## config.mk

```make
export PLATFORM = sky130hd
export DESIGN_NAME = bpa_ctrl
export DESIGN_NICKNAME = d
export VERILOG_FILES = /design/src/hw/rtl/bpa_pkg.sv /design/src/hw/rtl/bpa_ctrl.sv
export SDC_FILE = /design/constraint.sdc
export NUM_CORES = 1
export LEC_CHECK = 0
export BUFFER_PORTS_ARGS = -buffer_cell sky130_fd_sc_hd__buf_2
export CORE_AREA = 2 2 39 41
export CTS_CLUSTER_DIAMETER = 60
export CTS_CLUSTER_SIZE = 14
export DETAILED_ROUTE_END_ITERATION = 6
export DIE_AREA = 0 0 41 43
export GPL_ROUTABILITY_DRIVEN = 0
export PLACE_DENSITY = 0.71
export REMOVE_ABC_BUFFERS = 1
export SYNTH_ARGS = -nofsm -noshare
export SYNTH_HDL_FRONTEND = slang
export SYNTH_SLANG_ARGS = --single-unit
```

## constraint.sdc

```tcl
create_clock -name clk -period 2.9 [get_ports clk]
set_input_delay 0.58 -clock clk [delete_from_list [all_inputs] [get_ports clk]]
set_output_delay 0.58 -clock clk [all_outputs]
set_load 0.01 [all_outputs]
```

## src/hw/rtl/bpa_pkg.sv

```systemverilog
// Shared types and constants of the bitmap page allocator.
// Holds the request/response payload structs and the controller/datapath command and status.
// No dependencies.
`default_nettype none

package bpa_pkg;

    localparam int NUM_PAGES = 65536;
    localparam int PAGE_W    = 16;
    localparam int CNT_W     = 17;
    localparam int PV_W      = 18;
    localparam int WORD_W    = 32;
    localparam int BIT_W     = $clog2(WORD_W);
    localparam int NUM_WORDS = (NUM_PAGES + WORD_W - 1) / WORD_W;
    localparam int WADDR_W   = $clog2(NUM_WORDS);
    localparam int RUN_W     = BIT_W + 1;

    typedef enum logic [1:0] {
        OP_ALLOC = 2'd0,
        OP_FREE  = 2'd1,
        OP_MARK  = 2'd2,
        OP_QUERY = 2'd3
    } opcode_t;

    typedef struct packed {
        opcode_t            opcode;
        logic [PAGE_W-1:0]  start_page;
        logic [CNT_W-1:0]   page_count;
    } req_t;

    typedef struct packed {
        logic [PAGE_W-1:0]  result_page;
        logic               ok;
        logic               any_used;
    } rsp_t;

    typedef struct packed {
        logic clear;
        logic load;
        logic scan;
        logic alloc_ok;
        logic range_load;
        logic rd;
        logic wr;
        logic out_load;
    } cmd_t;

    typedef struct packed {
        opcode_t op;
        logic    clear_last;
        logic    lim_zero;
        logic    count_zero;
        logic    range_empty;
        logic    found;
        logic    scan_fail;
        logic    range_last;
        logic    out_free;
    } sts_t;

endpackage

`default_nettype wire

```

## src/hw/rtl/bpa_ctrl.sv

```systemverilog
// Controller of the bitmap page allocator: one-hot state machine sequencing clear,
// scan, range update and response. Depends on bpa_pkg.
`default_nettype none

module bpa_ctrl (
    input  wire logic          clk,
    input  wire logic          rst_n,
    input  wire logic          req_valid,
    output logic               req_stall,
    input  wire bpa_pkg::sts_t sts,
    output bpa_pkg::cmd_t      cmd
);
    import bpa_pkg::*;

    typedef enum logic [7:0] {
        S_CLEAR      = 8'b0000_0001,
        S_IDLE       = 8'b0000_0010,
        S_DISPATCH   = 8'b0000_0100,
        S_SCAN       = 8'b0000_1000,
        S_RANGE_LOAD = 8'b0001_0000,
        S_RANGE_RD   = 8'b0010_0000,
        S_RANGE_WR   = 8'b0100_0000,
        S_FINISH     = 8'b1000_0000
    } state_t;

    state_t state_reg;
    state_t state_next;

    always_ff @(posedge clk or negedge rst_n)
    begin
        if (!rst_n)
        begin
            state_reg <= S_CLEAR;
        end
        else
        begin
            state_reg <= state_next;
        end
    end

    always_comb
    begin
        state_next = state_reg;
        cmd        = '0;
        case (state_reg)
            S_CLEAR:
            begin
                cmd.clear = 1'b1;
                if (sts.clear_last)
                begin
                    state_next = S_IDLE;
                end
            end
            S_IDLE:
            begin
                if (req_valid)
                begin
                    cmd.load   = 1'b1;
                    state_next = S_DISPATCH;
                end
            end
            S_DISPATCH:
            begin
                if (sts.op == OP_ALLOC)
                begin
                    if (sts.lim_zero)
                    begin
                        state_next = S_FINISH;
                    end
                    else if (sts.count_zero)
                    begin
                        cmd.alloc_ok = 1'b1;
                        state_next   = S_FINISH;
                    end
                    else
                    begin
                        state_next = S_SCAN;
                    end
                end
                else if (sts.range_empty)
                begin
                    state_next = S_FINISH;
                end
                else
                begin
                    state_next = S_RANGE_LOAD;
                end
            end
            S_SCAN:
            begin
                cmd.scan = 1'b1;
                if (sts.found)
                begin
                    // mark the run just found as used
                    cmd.alloc_ok = 1'b1;
                    state_next   = S_RANGE_LOAD;
                end
                else if (sts.scan_fail)
                begin
                    state_next = S_FINISH;
                end
            end
            S_RANGE_LOAD:
            begin
                cmd.range_load = 1'b1;
                state_next     = S_RANGE_RD;
            end
            S_RANGE_RD:
            begin
                cmd.rd     = 1'b1;
                state_next = S_RANGE_WR;
            end
            S_RANGE_WR:
            begin
                cmd.wr = 1'b1;
                if (sts.range_last)
                begin
                    state_next = S_FINISH;
                end
                else
                begin
                    state_next = S_RANGE_RD;
                end
            end
            S_FINISH:
            begin
                if (sts.out_free)
                begin
                    cmd.out_load = 1'b1;
                    state_next   = S_IDLE;
                end
            end
            default:
            begin
                state_next = S_CLEAR;
            end
        endcase
    end

    assign req_stall = (state_reg != S_IDLE);

endmodule

`default_nettype wire

```

==> results.txt <==
outcome: finished, final reports clean
final hold violation count: 0
Critical-path top delay cell: sky130_fd_sc_hd__or4_4
count of buffer and inverter cells on the critical path: 1
TritonCTS clock tree: yes
worst hold path type: in -> async
initial core utilization: 40.51%
count of different cell masters after synthesis: 29
max-capacitance violation count: 0
CTS H-Tree Depth: 1
xor-xnor portion of the synthesized cell area: 1.563%
via count of the first global-routing pass: 516
Gate Count Post-Synth: 66
power per unit of standard cell area: 650.4 mW/mm2
flip-flop and latch count after synthesis: 8
Clock Tree Root: sky130_fd_sc_hd__clkbuf_4
startpoint kind of the worst setup timing path: flip-flop
top area cells in the synthesized netlist: sky130_fd_sc_hd__dfrtp_1 31%, sky130_fd_sc_hd__dfstp_2 4.7%, sky130_fd_sc_hd__nor2b_1 4.5%
endpoint of the most critical register-to-register path: state_reg[7]
final design utilization: 51.09%
critical path's largest stage delay: 0.57 ns
proportion of synthesized chip area in sequential cells: 35.94%
leakage dissipation: 0.0003387 uW
worst-skew pair later-pin latency: 0.27 ns
worst setup path class: reg -> out
library cell with the largest summed area after synthesis: sky130_fd_sc_hd__dfrtp_1
clock tree skew after final layout: 0.003764 ns
Net count, final: 104
number of flip-flops under the largest register name: 8
proportion of netlist area held by the largest area contributor: 31.25%
number of nets with antenna violations after routing: 0
share of post-route cells with drive strength above 1: 32.22%
Clock transition at path regs: 0.06 ns
number of vias per cell: 5.698
post-CTS resize count: 0
main combinational cell family by area after synthesis: simple AND/OR/NAND/NOR gates
nature of the critical path endpoint: output pin
routed metal-1 wire length: 592 um
final setup slack of the worst path: 0.3343 ns
time the worst path needs with I/O delays and setup: 2.566 ns
Setup-failing EPs final: 0
worst slack at placement: 0.6190 ns
detailed-route wire length per cell: 12.68 um
Floorplan Core Area: 0.001384 mm2
DRC viols: 0
HPWL after DPL: 1058 um
RSZ-0062 raised after global routing: no
width of the die: 41 um
Data required, critical path: 2.32 ns
Longest Clk Path Bufs: 2
synthesized-area fraction occupied by ao, oa, aoi and oai cells: 15.85%
port bufs: 21
max layer used: met4
maximum number of pins on one net before global-route repair: 9
Post CTS Setup Buffer Count: 0
Total Routing Usage GR: 18.98%
via count: 604
Total Neg Setup Slack: 0 ns
Worst Max-Slew Pin Slew: 0.5937 ns
critical-path maximum fanout: 5
overall routed net length: 1344 um
worst-case headroom to the max-slew limit: 60.09%
Post-Synth Simple-Gate Area: 42.41%
global-route wire length before repair: 2166 um
Met3 Wirelength: 104 um
drt pass-1 iters: 4
share of the cycle needed by the critical path after routing: 88.47%
global route total overflow: 0
number of antenna violations at the first check in global routing: 0
count of yosys warnings during synthesis: 0
Die Height: 43 um
die footprint: 0.001763 mm2
CP arrival: 1.99 ns
Detailed Route Iter0 Violations: 9
worst r2r path cells: 4
CTS Buf Count: 3
Post-Place Cell Area: 680.7 um2
final hold slack: 0.1400 ns
adder-cell share of the synthesized area: 0%
share of cell area taken by muxes after synthesis: 0%
internal reg-to-reg setup slack: 0.94 ns
upper clock frequency limit: 0.3898 GHz
final non-filler cell area: 706.9 um2
CP top delay family: simple AND/OR/NAND/NOR gates
# hold bufs at CTS: 0
count of pins over their slew limit: 0
met2 wire len: 626 um
Worst IR Drop VDD: 206.9 uV
antenna cells: 0
list of cells traversed by the critical path: or4_4, or3_1, nor3b_1, buf_2
top-level port count: 22
combined area of all synthesized cells: 560.5 um2
startpoint of the lowest-slack register-to-register path: state_reg[2]
post-synthesis area per instance: 8.493 um2
P&R area growth vs syn: 26.12%
Placement Rows: 14
CTS Sinks: 8
## cell usage in the layout, fill, tap and decap left out, types with 2 or more instances in the layout
master	synthesis	layout
sky130_fd_sc_hd__nor2_1	6	6
sky130_fd_sc_hd__or3_1	2	2
sky130_fd_sc_hd__o21bai_1	2	2
sky130_fd_sc_hd__nand2_1	4	4
sky130_fd_sc_hd__clkbuf_4	0	3
sky130_fd_sc_hd__nor3_1	2	2
sky130_fd_sc_hd__nor3b_1	3	3
sky130_fd_sc_hd__nand3_1	4	4
sky130_fd_sc_hd__a41oi_1	2	2
sky130_fd_sc_hd__nand4b_1	2	2
sky130_fd_sc_hd__buf_2	0	21
sky130_fd_sc_hd__inv_1	5	5
sky130_fd_sc_hd__nor2b_1	4	4
sky130_fd_sc_hd__nand4_1	3	3
sky130_fd_sc_hd__o21ai_0	3	3
sky130_fd_sc_hd__dfrtp_1	7	7
sky130_fd_sc_hd__a21oi_1	3	3
## synthesized netlist by cell type
cell	count
sky130_fd_sc_hd__o21ba_2	1
sky130_fd_sc_hd__nor3b_1	3
sky130_fd_sc_hd__inv_1	5
sky130_fd_sc_hd__nor4_2	1
sky130_fd_sc_hd__nor3b_2	1
sky130_fd_sc_hd__nand4b_1	2
sky130_fd_sc_hd__or4_1	1
sky130_fd_sc_hd__nor2_1	6
sky130_fd_sc_hd__nor3_1	2
sky130_fd_sc_hd__o2bb2ai_1	1
sky130_fd_sc_hd__nand4_1	3
sky130_fd_sc_hd__nor2b_1	4
sky130_fd_sc_hd__or3_1	2
sky130_fd_sc_hd__xor2_1	1
sky130_fd_sc_hd__o211ai_1	1
sky130_fd_sc_hd__and2_1	1
sky130_fd_sc_hd__nor4_1	1
sky130_fd_sc_hd__dfrtp_1	7
sky130_fd_sc_hd__nand3_1	4
sky130_fd_sc_hd__or4b_1	1
sky130_fd_sc_hd__o21bai_1	2
sky130_fd_sc_hd__o21ai_0	3
sky130_fd_sc_hd__nand2_1	4
sky130_fd_sc_hd__a41oi_1	2
sky130_fd_sc_hd__nand3b_1	1
sky130_fd_sc_hd__a21oi_1	3
sky130_fd_sc_hd__or4_4	1
sky130_fd_sc_hd__clkbuf_2	1
sky130_fd_sc_hd__dfstp_2	1
## layer usage
metal | vias to the layer above | GRT usage [%]
li1 | 300 | -
met1 | 271 | 24.00
met2 | 29 | 27.50
met3 | 4 | 9.424
met4 | 0 | 6.000
met5 | - | 0
## logic make-up (layout without fill, tap and decap cells)
family,Yosys count,count (layout)
AND/OR/NAND/NOR,38,38
buffers and inverters,6,30
XOR/XNOR,1,1
AO/OA/AOI/OAI,13,13
flip-flops,8,8
## how the worst max path moves through the flow
| stage | slack, ns | endpoint | from | depth (start not counted) |
|---|---|---|---|---|
| 2_1_floorplan | 0.69 | cmd[2] | state_reg[7] | 3 |
| 3_3_place_gp | 0.66 | cmd[3] | state_reg[7] | 4 |
| 3_5_place_dp | 0.62 | cmd[2] | state_reg[7] | 4 |
| 4_1_cts | 0.31 | cmd[2] | state_reg[7] | 4 |
| 5_1_grt | 0.21 | cmd[3] | state_reg[7] | 4 |
| 6_report | 0.33 | cmd[2] | state_reg[7] | 4 |
## report_power, final
group / switching [uW] / internal, uW / leakage (uW)
sequential: 21.9 / 138 / 0.000106
combinational: 110 / 88.6 / 0.000218
clock: 47.8 / 53.2 / 0.0000150
total: 180 / 280 / 0.000339
## layout make-up
type,count,area [um2]
clock buffers,4,26.28
fillers,145,676.9
inverters,5,18.77
multi-input cells,52,335.3
flip-flops and latches,8,201.4
well taps,16,20.02
repair buffers,21,105.1
## metrics by stage
step | total power (uW) | instances
detailed placement | 360.8 | 102
CTS | 465.4 | 106
global route | 497.0 | 106
floorplan | 302.0 | 65
global placement | 357.2 | 102
finish | 459.8 | 106
(Power assumes the default switching activity.)
